## config.mk

```make
export PLATFORM = sky130hd
export DESIGN_NAME = log_record_validator
export DESIGN_NICKNAME = d
export VERILOG_FILES = /design/src/rtl/lrv_pkg.sv /design/src/rtl/lrv_hdr_check.sv /design/src/rtl/lrv_core.sv /design/src/rtl/log_record_validator.sv
export SDC_FILE = /design/constraint.sdc
export NUM_CORES = 1
export LEC_CHECK = 0
export ABC_AREA = 1
export ABC_CLOCK_PERIOD_IN_PS = 5500
export BUFFER_PORTS_ARGS = -buffer_cell sky130_fd_sc_hd__buf_2
export CORE_MARGIN = 2
export CORE_UTILIZATION = 30
export CTS_BUF_LIST = sky130_fd_sc_hd__clkbuf_4
export DETAILED_ROUTE_END_ITERATION = 16
export PLACE_DENSITY = 0.55
export SLEW_MARGIN = 20
export SYNTH_ARGS = -nofsm -noshare
export SYNTH_HDL_FRONTEND = slang
export SYNTH_HIERARCHICAL = 1
export SYNTH_SLANG_ARGS = --single-unit
```

## constraint.sdc

```tcl
create_clock -name clk -period 5.5 [get_ports clk]
set_input_delay 0.825 -clock clk [delete_from_list [all_inputs] [get_ports clk]]
set_output_delay 0.825 -clock clk [all_outputs]
set_load 0.01 [all_outputs]
```

## src/rtl/lrv_pkg.sv

```systemverilog
package lrv_pkg;

    // length fields are taken at this many bits
    localparam int LEN_BITS = 32;
    localparam logic [31:0] LEN_MASK = 32'hFFFF_FFFF >> (32 - LEN_BITS);

    localparam int CFG_W     = 32;
    localparam int CFG_IDX_W = 3;
    localparam int HSZ_W     = 8;

    typedef enum logic [CFG_IDX_W-1:0] {
        REG_MAX_SEVERITY    = 3'd0,
        REG_ALLOWED_FLAGS   = 3'd1,
        REG_MAX_MESSAGE_LEN = 3'd2,
        REG_MAX_FIELDS_LEN  = 3'd3,
        REG_HEADER_SIZE     = 3'd4
    } cfg_idx_t;

    localparam logic [31:0]      RST_MAX_SEVERITY    = 32'd7;
    localparam logic [31:0]      RST_ALLOWED_FLAGS   = 32'd0;
    localparam logic [31:0]      RST_MAX_MESSAGE_LEN = 32'd1024;
    localparam logic [31:0]      RST_MAX_FIELDS_LEN  = 32'd4096;
    localparam logic [HSZ_W-1:0] RST_HEADER_SIZE     = 8'd24;

    typedef enum logic {
        OP_HEADER  = 1'b0,
        OP_PAYLOAD = 1'b1
    } op_t;

    localparam logic [7:0] CH_SPACE   = 8'h20;
    localparam logic [7:0] CH_DEL     = 8'h7f;
    localparam logic [7:0] CH_NUL     = 8'h00;
    localparam logic [7:0] CH_EQUALS  = 8'h3d;
    localparam logic [7:0] CH_UNDER   = 8'h5f;
    localparam logic [7:0] CH_NEWLINE = 8'h0a;
    localparam logic [7:0] CH_UPPER_A = 8'h41;
    localparam logic [7:0] CH_UPPER_Z = 8'h5a;
    localparam logic [7:0] CH_DIGIT_0 = 8'h30;
    localparam logic [7:0] CH_DIGIT_9 = 8'h39;

    typedef struct packed {
        logic [31:0]      max_severity;
        logic [31:0]      allowed_flag_mask;
        logic [31:0]      max_msg_len;
        logic [31:0]      max_fld_len;
        logic [HSZ_W-1:0] header_size;
    } cfg_t;

    // one item as held in the input register
    typedef struct packed {
        op_t                 opcode;
        logic                hdr_bad;
        logic [LEN_BITS-1:0] msg_len;
        logic [LEN_BITS-1:0] fld_len;
        logic [7:0]          data_byte;
        logic                last;
    } item_t;

endpackage

```

## src/rtl/lrv_hdr_check.sv

```systemverilog
module lrv_hdr_check
(
    input  lrv_pkg::cfg_t cfg,
    input  logic [31:0]   severity,
    input  logic [31:0]   record_flags,
    input  logic [31:0]   msg_length,
    input  logic [31:0]   fld_length,
    input  logic [31:0]   record_length,
    output logic          hdr_bad
);

    logic [31:0] mlen;
    logic [31:0] flen;
    logic [31:0] rlen;
    logic [31:0] hsz;
    logic [32:0] sect_sum;
    logic [31:0] body_len;

    assign mlen     = msg_length & lrv_pkg::LEN_MASK;
    assign flen     = fld_length & lrv_pkg::LEN_MASK;
    assign rlen     = record_length & lrv_pkg::LEN_MASK;
    assign hsz      = {{(32 - lrv_pkg::HSZ_W){1'b0}}, cfg.header_size};
    assign sect_sum = {1'b0, mlen} + {1'b0, flen};
    assign body_len = rlen - hsz;

    // a short record fails on its own, so the body length only matters when it holds
    assign hdr_bad = (rlen < hsz)
                  || (severity > cfg.max_severity)
                  || ((record_flags & ~cfg.allowed_flag_mask) != 32'd0)
                  || (mlen == 32'd0)
                  || (mlen > cfg.max_msg_len)
                  || (flen > cfg.max_fld_len)
                  || (sect_sum != {1'b0, body_len});

endmodule

```

## src/rtl/lrv_core.sv

```systemverilog
module lrv_core
(
    input  logic           clk,
    input  logic           rst_n,
    input  logic           fire,
    input  lrv_pkg::item_t item,
    output logic           verdict_valid,
    output logic           verdict_accept
);

    logic                         failed_reg,  failed_next;
    logic [lrv_pkg::LEN_BITS-1:0] msg_left_reg, msg_left_next;
    logic [lrv_pkg::LEN_BITS-1:0] fld_left_reg, fld_left_next;
    logic                         present_reg, present_next;
    logic                         at_ls_reg,   at_ls_next;
    logic                         eq_seen_reg, eq_seen_next;
    logic                         eq_at_ls_reg, eq_at_ls_next;
    logic                         ls_us_reg,   ls_us_next;

    logic [7:0] c;
    logic       eq_seen_w;
    logic       eq_at_ls_w;
    logic       ls_us_w;
    logic       upper;
    logic       tail;
    logic       line_bad_w;
    logic       ok;

    assign c = item.data_byte;

    always_comb
    begin
        failed_next   = failed_reg;
        msg_left_next = msg_left_reg;
        fld_left_next = fld_left_reg;
        present_next  = present_reg;
        at_ls_next    = at_ls_reg;
        eq_seen_next  = eq_seen_reg;
        eq_at_ls_next = eq_at_ls_reg;
        ls_us_next    = ls_us_reg;

        upper      = (c >= lrv_pkg::CH_UPPER_A) && (c <= lrv_pkg::CH_UPPER_Z);
        tail       = ((c >= lrv_pkg::CH_DIGIT_0) && (c <= lrv_pkg::CH_DIGIT_9))
                  || (c == lrv_pkg::CH_UNDER);
        eq_seen_w  = eq_seen_reg;
        eq_at_ls_w = eq_at_ls_reg;
        if ((c == lrv_pkg::CH_EQUALS) && !eq_seen_reg)
        begin
            eq_seen_w  = 1'b1;
            eq_at_ls_w = at_ls_reg;
        end
        ls_us_w    = at_ls_reg ? (c == lrv_pkg::CH_UNDER) : ls_us_reg;
        line_bad_w = at_ls_reg || !eq_seen_w || eq_at_ls_w || ls_us_w;

        if (item.opcode == lrv_pkg::OP_HEADER)
        begin
            // a header always starts a fresh record
            failed_next   = item.hdr_bad;
            msg_left_next = item.msg_len;
            fld_left_next = item.fld_len;
            present_next  = (item.fld_len != '0);
            at_ls_next    = 1'b1;
            eq_seen_next  = 1'b0;
            eq_at_ls_next = 1'b0;
            ls_us_next    = 1'b0;
        end
        else if (msg_left_reg != '0)
        begin
            msg_left_next = msg_left_reg - 1'b1;
            if ((c < lrv_pkg::CH_SPACE) || (c == lrv_pkg::CH_DEL))
                failed_next = 1'b1;
        end
        else if (fld_left_reg != '0)
        begin
            fld_left_next = fld_left_reg - 1'b1;
            if ((c == lrv_pkg::CH_NUL) || (c == lrv_pkg::CH_DEL)
                || ((c < lrv_pkg::CH_SPACE) && (c != lrv_pkg::CH_NEWLINE)))
            begin
                failed_next = 1'b1;
            end
            else if (!eq_seen_w && !(upper || (!at_ls_reg && tail)))
            begin
                // bad key character, line state left as it was
                failed_next = 1'b1;
            end
            else if (c == lrv_pkg::CH_NEWLINE)
            begin
                if (line_bad_w)
                    failed_next = 1'b1;
                at_ls_next    = 1'b1;
                eq_seen_next  = 1'b0;
                eq_at_ls_next = 1'b0;
                ls_us_next    = 1'b0;
            end
            else
            begin
                at_ls_next    = 1'b0;
                eq_seen_next  = eq_seen_w;
                eq_at_ls_next = eq_at_ls_w;
                ls_us_next    = ls_us_w;
            end
        end
        else
        begin
            // byte beyond the declared lengths
            failed_next = 1'b1;
        end

        ok = !failed_next && (msg_left_next == '0) && (fld_left_next == '0)
          && !(present_next
               && (at_ls_next || !eq_seen_next || eq_at_ls_next || ls_us_next));

        // verdict clears the record
        if (item.last)
        begin
            failed_next   = 1'b0;
            msg_left_next = '0;
            fld_left_next = '0;
            present_next  = 1'b0;
            at_ls_next    = 1'b1;
            eq_seen_next  = 1'b0;
            eq_at_ls_next = 1'b0;
            ls_us_next    = 1'b0;
        end
    end

    assign verdict_valid  = fire && item.last;
    assign verdict_accept = ok;

    always_ff @(posedge clk or negedge rst_n)
    begin
        if (!rst_n)
        begin
            failed_reg   <= 1'b0;
            msg_left_reg <= '0;
            fld_left_reg <= '0;
            present_reg  <= 1'b0;
            at_ls_reg    <= 1'b1;
            eq_seen_reg  <= 1'b0;
            eq_at_ls_reg <= 1'b0;
            ls_us_reg    <= 1'b0;
        end
        else if (fire)
        begin
            failed_reg   <= failed_next;
            msg_left_reg <= msg_left_next;
            fld_left_reg <= fld_left_next;
            present_reg  <= present_next;
            at_ls_reg    <= at_ls_next;
            eq_seen_reg  <= eq_seen_next;
            eq_at_ls_reg <= eq_at_ls_next;
            ls_us_reg    <= ls_us_next;
        end
    end

endmodule

```

## src/rtl/log_record_validator.sv

```systemverilog
// log record validator
// input stream (s_axis): one transfer per item. tuser is the opcode (header
// or payload byte), tlast marks the final item of a record. a header
// transfer carries severity, flags and the three lengths in tdata; a
// payload transfer carries one byte in the top byte lane of tdata
// output stream (m_axis): one transfer per record, taken on the item marked
// last; tdata bit 0 is the verdict (1 accept, 0 reject), upper bits zero
// configuration: cfg_we/cfg_index/cfg_data write one limit register per
// cycle; the user must write only while no record is in flight (unenforced)
// path: a transfer is captured in the input register (header limits are
// checked on the way in); from there it passes the byte checker and the
// record state, and a verdict lands in the output register, which drives
// m_axis_tvalid
// throughput: one item per cycle unless a last item is held (see stall),
// set by the single pass through the byte checker and its state registers
// stall: while a verdict waits in the output register, items without tlast
// still flow; an item with tlast holds in the input register and s_axis
// backs up behind it
// reset: limits return to their defaults, record state is cleared and both
// streams are empty
module log_record_validator
(
    input  logic                            clk,
    input  logic                            rst_n,

    input  logic                            s_axis_tvalid,
    output logic                            s_axis_tready,
    // severity[31:0], record_flags[63:32], msg_len[95:64],
    // fld_len[127:96], record_length[159:128], data_byte[167:160]
    input  logic [167:0]                    s_axis_tdata,
    // opcode[0]
    input  logic                            s_axis_tuser,
    input  logic                            s_axis_tlast,

    output logic                            m_axis_tvalid,
    input  logic                            m_axis_tready,
    // accept[0], zero fill[7:1]
    output logic [7:0]                      m_axis_tdata,

    input  logic                            cfg_we,
    input  logic [lrv_pkg::CFG_IDX_W-1:0]   cfg_index,
    input  logic [lrv_pkg::CFG_W-1:0]       cfg_data
);

    // limit registers
    lrv_pkg::cfg_t  cfg_reg;

    // input register
    logic           in_valid_reg;
    lrv_pkg::item_t item_reg;
    lrv_pkg::item_t item_next;
    logic           hdr_bad;

    // output register
    logic           out_valid_reg;
    logic           accept_reg;

    logic           s_fire;
    logic           advance;
    logic           verdict_valid;
    logic           verdict_accept;

    // a last item moves on only if the output register is free or draining
    assign advance       = in_valid_reg
                        && (!item_reg.last || !out_valid_reg || m_axis_tready);
    assign s_axis_tready = !in_valid_reg || advance;
    assign s_fire        = s_axis_tvalid && s_axis_tready;

    always_ff @(posedge clk or negedge rst_n)
    begin
        if (!rst_n)
        begin
            cfg_reg.max_severity      <= lrv_pkg::RST_MAX_SEVERITY;
            cfg_reg.allowed_flag_mask <= lrv_pkg::RST_ALLOWED_FLAGS;
            cfg_reg.max_msg_len       <= lrv_pkg::RST_MAX_MESSAGE_LEN;
            cfg_reg.max_fld_len       <= lrv_pkg::RST_MAX_FIELDS_LEN;
            cfg_reg.header_size       <= lrv_pkg::RST_HEADER_SIZE;
        end
        else if (cfg_we)
        begin
            case (lrv_pkg::cfg_idx_t'(cfg_index))
                lrv_pkg::REG_MAX_SEVERITY:    cfg_reg.max_severity      <= cfg_data;
                lrv_pkg::REG_ALLOWED_FLAGS:   cfg_reg.allowed_flag_mask <= cfg_data;
                lrv_pkg::REG_MAX_MESSAGE_LEN: cfg_reg.max_msg_len       <= cfg_data;
                lrv_pkg::REG_MAX_FIELDS_LEN:  cfg_reg.max_fld_len       <= cfg_data;
                lrv_pkg::REG_HEADER_SIZE:
                    cfg_reg.header_size <= cfg_data[lrv_pkg::HSZ_W-1:0];
                default: ;
            endcase
        end
    end

    // header limits are checked as the transfer is captured
    lrv_hdr_check u_hdr_check
    (
        .cfg            (cfg_reg),
        .severity       (s_axis_tdata[31:0]),
        .record_flags   (s_axis_tdata[63:32]),
        .msg_length     (s_axis_tdata[95:64]),
        .fld_length     (s_axis_tdata[127:96]),
        .record_length  (s_axis_tdata[159:128]),
        .hdr_bad        (hdr_bad)
    );

    always_comb
    begin
        item_next.opcode    = lrv_pkg::op_t'(s_axis_tuser);
        item_next.hdr_bad   = hdr_bad;
        item_next.msg_len   = s_axis_tdata[64 +: lrv_pkg::LEN_BITS];
        item_next.fld_len   = s_axis_tdata[96 +: lrv_pkg::LEN_BITS];
        item_next.data_byte = s_axis_tdata[167:160];
        item_next.last      = s_axis_tlast;
    end

    always_ff @(posedge clk or negedge rst_n)
    begin
        if (!rst_n)
            in_valid_reg <= 1'b0;
        else if (s_axis_tready)
            in_valid_reg <= s_axis_tvalid;
    end

    always_ff @(posedge clk)
    begin
        if (s_fire)
            item_reg <= item_next;
    end

    // byte checks, record state and verdict
    lrv_core u_core
    (
        .clk            (clk),
        .rst_n          (rst_n),
        .fire           (advance),
        .item           (item_reg),
        .verdict_valid  (verdict_valid),
        .verdict_accept (verdict_accept)
    );

    always_ff @(posedge clk or negedge rst_n)
    begin
        if (!rst_n)
        begin
            out_valid_reg <= 1'b0;
            accept_reg    <= 1'b0;
        end
        else if (verdict_valid)
        begin
            out_valid_reg <= 1'b1;
            accept_reg    <= verdict_accept;
        end
        else if (m_axis_tready)
        begin
            out_valid_reg <= 1'b0;
        end
    end

    assign m_axis_tvalid = out_valid_reg;
    assign m_axis_tdata  = {7'd0, accept_reg};

endmodule
```

==> results.json, run 1 <==
{
  "outcome": "finished clean",
  "cts_buffers": 82,
  "finClkSkew_ns": 0.0987,
  "drt_first_iter_violations": 1670,
  "fill_cells": 7917,
  "postRouteAntennaNets": 0,
  "crit_slowest_cell": "nand4_1",
  "clock_path_buffers": 3,
  "synth_edf_count": 75,
  "synth_top_cell_by_area": "dfrtp_1",
  "reg2regPathDepth": 16,
  "place_hpwl_um": 61600,
  "tightest_slew_ns": 1.01,
  "synth_top_area_share_pct": 23.3,
  "ys_ff_latch": 284,
  "p_sw_mw": 2.74,
  "drive_gt1_share_pct": 13.6,
  "syn_inst": 3179,
  "power.leakage_nw": 12.9,
  "max_freq_ghz": 0.309,
  "cpPeakStageDelay_ns": 0.48,
  "drt_pre_antenna_iters": 6,
  "tns_ns": 0,
  "synthesis.area_um2": 21600,
  "fin_total_pwr_mw": 7.10,
  "ir_drop_mv": 0.117,
  "timing.final.crit_period_ns": 3.23,
  "regToRegStartpoint": "u_core/msg_left_reg[0]",
  "grt_pass1_vias": 20099,
  "synth.area.top_cells": "dfrtp_1, nand2_1, edfxtp_1",
  "yosysWarnings": 6,
  "p_sw_share_pct": 38.6,
  "cp-startpoint": "u_core/msg_left_reg[0]",
  "viasPerCell": 4.79,
  "rsz0062_at_grt": "false",
  "place_inst": 4272,
  "yosysSeqAreaShare_pct": 34.7,
  "gr-total-overflow": 0,
  "critPathKind": "flip-flop to flip-flop",
  "hold_viol_final": 0,
  "post_cts_resized": 0,
  "holdPathEnd": "item_reg[74]",
  "drt_wl_total_um": 79200,
  "row_count": 98,
  "cpMostUsedCell": "nor2_1",
  "r2r_end": "accept_reg",
  "die_x_um": 272,
  "maxCapViolations": 0,
  "path_cells": "inv_1 -> ha_1 -> nand2_1 -> nor2_2 -> nand4_1 -> buf_4 -> nor2_1 -> o21ai_1 -> nand2_1 -> nand3_1 -> nor2_1 -> nand2_1 -> nor2_1 -> nand3_1 -> nor2_1 -> mux2_2",
  "reg2reg_slack_ns": 2.27,
  "gp_congestion": 0.918,
  "p_per_area_nw_per_um2": 288,
  "hp-start": "s_axis_tuser",
  "drc": 0,
  "postCtsSetupRepairBufs": 0,
  "fin_cells": 4431,
  "min_path_type": "input port to flip-flop",
  "clockPowerShare_pct": 29.8,
  "fin_crit_sh_pct": 58.8,
  "finalSetupViolCount": 0,
  "cts_tree": "yes",
  "avgRoutedWirePerCell_um": 17.9,
  "cp-start-kind": "flip-flop",
  "required_ns": 6.24,
  "grt_pass1_wl_um": 120000,
  "cp_top_family": "simple AND/OR/NAND/NOR gates",
  "fin_nets": 3761,
  "initial_core_util_pct": 30.2,
  "dr_total_vias": 21203,
  "largest_reg_flops": 136,
  "crit_fanout": 29,
  "io_buffers": 212,
  "p_int_mw": 4.36,
  "ys_async_sr_fraction_pct": 73.6,
  "ioPinCount": 220,
  "max-slew-margin-rel_pct": 32.7,
  "power_frac_comb_pct": 32.5,
  "multiInputGateArea_um2": 12000,
  "die_area_um2": 74100,
  "synthFlopType": "dfrtp_1",
  "synth_common_cells": "nand2_1, inv_1, nor2_1",
  "antenna_found_initial": 16,
  "cts_max_level": 3,
  "syn_to_final_growth_pct": 14.3,
  "holdPathStages": 1,
  "clkSinkCount": 284,
  "clk_pin_slew_ns": 0.06,
  "coreArea_um2": 71400,
  "clockRootBuffer": "clkbuf_4",
  "grt_max_degree": 114,
  "ys_types": 52,
  "synth.most_common_cell": "nand2_1",
  "avgSynthCellArea_um2": 6.79,
  "seqPwrFrac_pct": 37.8,
  "die_h_um": 272,
  "seq_area_um2": 7490,
  "worst_setup_path_end_kind": "flip-flop",
  "crit_buf_inv": 2,
  "clock_latency_ns": 0.84,
  "cp_data_arrival_time_ns": 3.98,
  "final_max_slew_viol_count": 0,
  "grt_usage_pct": 21.2
}
-- metrics by stage --
stage	hold slack [ns]	area, um2	setup WS, ns	utilization [%]
floorplan	0.437	21600	2.50	-
global placement	0.449	23500	2.08	33.0
global route	0.102	24700	1.94	34.6
finish	0.196	24700	2.27	34.6
detailed placement	0.454	23500	2.02	33.0
CTS	0.110	24600	2.26	34.5
-- layout by cell type (no fill, tap or decap), types with 4 or more instances in the layout --
| cell | n |
|---|---|
| nor2_1 | 305 |
| o21a_1 | 6 |
| nand2_1 | 1096 |
| o22ai_1 | 44 |
| o21ai_0 | 73 |
| buf_4 | 10 |
| edfxtp_1 | 75 |
| nand4_1 | 80 |
| and2_1 | 4 |
| nand3b_1 | 6 |
| a21oi_1 | 80 |
| nor3_1 | 15 |
| diode_2 | 8 |
| dfstp_2 | 8 |
| conb_1 | 7 |
| clkbuf_4 | 128 |
| o21bai_1 | 10 |
| nor2_4 | 10 |
| or2_2 | 27 |
| nor2_2 | 21 |
| o21ai_1 | 36 |
| nand3_1 | 270 |
| xnor2_1 | 22 |
| o211ai_1 | 4 |
| nor3_2 | 4 |
| xor2_1 | 48 |
| nor4_1 | 13 |
| dfrtp_1 | 201 |
| inv_1 | 435 |
| ha_1 | 141 |
| buf_2 | 211 |
| inv_2 | 7 |
| nand2_2 | 20 |
| clkinv_1 | 16 |
-- cell families (layout without fill, tap and decap cells) --
group                      after synthesis  in the layout  synth area share, %
AOI/OAI and AO/OA                      263            263                 6.73
xor gates and xnor gates                70             70                 2.84
adders and majority gates              143            143                 8.36
buffers and inverters                  532            820                 9.88
DFF                                    284            284                 34.7
muxes                                    1              1               0.0522
other                                    1             15               0.0174
and+or+nand+nor                       1885           1885                 37.4
-- worst max path at each step --
stage,endpoint,cells after the start
final,accept_reg,16
after global routing,accept_reg,16
after CTS,accept_reg,16
after detailed placement,item_reg[73],20
after global placement,item_reg[73],20
after floorplan,item_reg[0],4
-- per-layer routing --
layer | vias to the layer above | GRT usage, % | wire length, um
met5 | - | 0 | 91
met4 | 14 | 5.91 | 2200
met3 | 139 | 4.10 | 5200
met2 | 693 | 35.2 | 37000
met1 | 9679 | 27.9 | 34700
li1 | 10678 | - | -
-- area by class of cell --
type                       instances  share of cell area [%]
clock buffer                     128                    3.90
timing repair buffer             226                    4.91
antenna                            8                  0.0812
multi-input combinational       2369                    48.6
sequential                       284                    30.4
clock inverter                    21                   0.502
inverter                         445                    6.78
tap                              950                    4.82
-- what timing repair did --
action,in CTS,in global routing
hold endpoints to repair,16,0
hold buffers,1,0
endpoints found under the setup margin,0,0
-- power groups by stage --
stage	Clock, mW	Sequential (mW)	Combinational, mW
CTS	2.17	2.68	2.30
detailed placement	0	2.71	2.28
finish	2.11	2.68	2.30
floorplan	0	2.65	1.63
global route	2.29	2.72	2.63
global placement	0	2.71	2.27
Power figures use the tool's default switching activity.
==> run 2, diff against run 1 <==
Settings changed: ABC_AREA 1 to 0, ABC_CLOCK_PERIOD_IN_PS 5500 to 3000, PLACE_DENSITY 0.55 to 0.56.
Clock period 5.5 ns to 3 ns, I/O delays scaled along.
==> results.json, run 2 <==
{
  "violations": "setup timing",
  "fin_nets": 3137,
  "maxCapViolations": 0,
  "drive_gt1_share_pct": 38.3,
  "max_freq_ghz": 0.282,
  "die_h_um": 258,
  "grt_pass1_wl_um": 120000,
  "place_inst": 3435,
  "finalSetupViolCount": 2,
  "drt_pre_antenna_iters": 7,
  "rsz0062_at_grt": "true",
  "cts_max_level": 3,
  "ys_ff_latch": 284,
  "fin_total_pwr_mw": 14.4,
  "holdPathStages": 2,
  "cts_tree": "yes",
  "ys_types": 97,
  "synth.area.top_cells": "dfrtp_1, edfxtp_1, ha_1",
  "place_hpwl_um": 62300,
  "hold_viol_final": 0,
  "ir_drop_mv": 0.335,
  "gr-total-overflow": 0,
  "clock_latency_ns": 0.87,
  "largest_reg_flops": 136,
  "cpPeakStageDelay_ns": 0.51,
  "crit_slowest_cell": "or4_4",
  "grt_max_degree": 78,
  "synth.most_common_cell": "dfrtp_1",
  "fin_cells": 3712,
  "avgSynthCellArea_um2": 9.84,
  "final_max_slew_viol_count": 0,
  "crit_buf_inv": 1,
  "synthesis.area_um2": 19400,
  "io_buffers": 212,
  "gp_congestion": 0.964,
  "mostFrequentLayoutCell": "buf_4",
  "synth_top_cell_by_area": "dfrtp_1",
  "ys_async_sr_fraction_pct": 73.6,
  "hp-start": "s_axis_tdata[88]",
  "clkSinkCount": 284,
  "syn_to_final_growth_pct": 41.8,
  "reg2regPathDepth": 11,
  "p_per_area_nw_per_um2": 522,
  "holdPathEnd": "item_reg[65]",
  "clockRootBuffer": "clkbuf_4",
  "fin_crit_sh_pct": 118,
  "drt_first_iter_violations": 1471,
  "most-common-layout-cells": "buf_4, buf_2, dfrtp_1, inv_1, ha_1",
  "synth_common_cells": "dfrtp_1, inv_1, ha_1",
  "antenna_found_initial": 6,
  "cp-startpoint": "u_core/msg_left_reg[7]",
  "die_area_um2": 66700,
  "grt_pass1_vias": 20128,
  "drc": 0,
  "post-route-worst-setup-slack_ns": -0.552,
  "ioPinCount": 220,
  "viasPerCell": 5.23,
  "r2r_end": "accept_reg",
  "synthFlopType": "dfrtp_1",
  "synth_top_area_share_pct": 25.9,
  "postRouteAntennaNets": 0,
  "row_count": 93,
  "min_path_type": "input port to flip-flop",
  "required_ns": 3.72,
  "die_x_um": 258,
  "avgRoutedWirePerCell_um": 21.3,
  "grt_usage_pct": 23.5,
  "cp_top_family": "simple AND/OR/NAND/NOR gates",
  "worst_setup_path_end_kind": "flip-flop",
  "power.leakage_nw": 12.5,
  "clock_path_buffers": 3,
  "place_area_um2": 25000,
  "drt_wl_total_um": 79100,
  "max-slew-margin-rel_pct": 50.5,
  "cts_buffers": 84,
  "outcome": "finished, violations left",
  "yosysSeqAreaShare_pct": 38.6,
  "regToRegStartpoint": "u_core/msg_left_reg[7]",
  "dr_total_vias": 19426,
  "clk_pin_slew_ns": 0.07,
  "cp-start-kind": "flip-flop",
  "synth_edf_count": 75,
  "timing.final.crit_period_ns": 3.55,
  "yosysWarnings": 6,
  "crit_fanout": 6,
  "syn_inst": 1972,
  "stdcell_area_um2": 27500,
  "tightest_slew_ns": 0.743,
  "coreArea_um2": 64200,
  "cp_data_arrival_time_ns": 4.28,
  "path_cells": "or4_4 -> buf_6 -> nor4_4 -> nand3_2 -> or3_4 -> or4_4 -> and4b_1 -> o221ai_2 -> and4b_1 -> and4_1 -> mux2_4",
  "reg2reg_slack_ns": -0.55,
  "critPathKind": "flip-flop to flip-flop",
  "initial_core_util_pct": 30.2,
  "finClkSkew_ns": 0.0684
}
==> run 2: layer usage <==
layer / global-route usage (%) / vias to the layer above / wire length (um)
met5: 0 / - / 30
met4: 9.62 / 6 / 3220
met3: 4.11 / 175 / 4240
met2: 39.7 / 655 / 37600
met1: 29.6 / 9522 / 34000
li1: - / 9068 / -
==> run 2: cell families (layout without fill, tap and decap cells) <==
| group | after synthesis | in the layout | share of synthesized area [%] |
|---|---|---|---|
| compound gates | 480 | 480 | 16.6 |
| xor+xnor | 101 | 101 | 4.77 |
| fa+ha+maj | 143 | 143 | 9.30 |
| buf+inv | 242 | 1117 | 5.38 |
| flops | 284 | 284 | 38.6 |
| mux | 151 | 151 | 8.69 |
| other cells | 1 | 11 | 0.0193 |
| simple gates | 570 | 570 | 16.6 |
==> run 2: through the flow <==
step | setup TNS [ns] | hold WS (ns) | util (%) | worst slack [ns]
finish | -1.05 | 0.0475 | 42.8 | -0.552
global route | -1.45 | 0.0184 | 42.8 | -0.638
CTS | -1.00 | 0.0153 | 42.5 | -0.487
detailed placement | -1.75 | 0.468 | 38.9 | -0.909
global placement | -1.51 | 0.465 | 38.9 | -0.855
floorplan | -0.724 | 0.154 | - | -0.415
==> run 2: worst reg2reg max path: stages (launching register included) <==
cell and delay, ns:
dfrtp_2 0.45, or4_4 0.51, buf_6 0.14, nor4_4 0.23
nand3_2 0.19, or3_4 0.38, or4_4 0.44, and4b_1 0.21
o221ai_2 0.15, and4b_1 0.24, and4_1 0.20, mux2_4 0.26
==> run 2: worst max path at each step <==
stage                        end  slack [ns]  cells past startpoint
floorplan             accept_reg       -0.41                     13
global placement    item_reg[73]       -0.86                     13
detailed placement  item_reg[73]       -0.91                     13
CTS                 item_reg[73]       -0.49                     12
global route        item_reg[73]       -0.64                     12
finish                accept_reg       -0.55                     11
==> run 2: timing repair <==
item | 4_1_cts | 5_1_grt
resized for setup | 24 | 35
hold buffers | 106 | 0
pin swaps | 14 | 16
setup buffers | 10 | 2
setup endpoints to repair | 6 | 14
endpoints found under the hold margin | 279 | 0
==> run 2: final cells by class <==
type	instances	area (um2)
tap	855	1070
timing repair buffer	812	5990
multi-input combinational	1452	11300
antenna	4	10.0
inverter	150	576
fill	6304	36700
sequential	284	7490
clock inverter	28	156
clock buffer	127	953
==> run 2: where the power goes <==
part	internal [mW]	switching, mW
Sequential	4.59	0.385
Clock	1.97	1.95
Combinational	2.70	2.76
Total	9.26	5.10
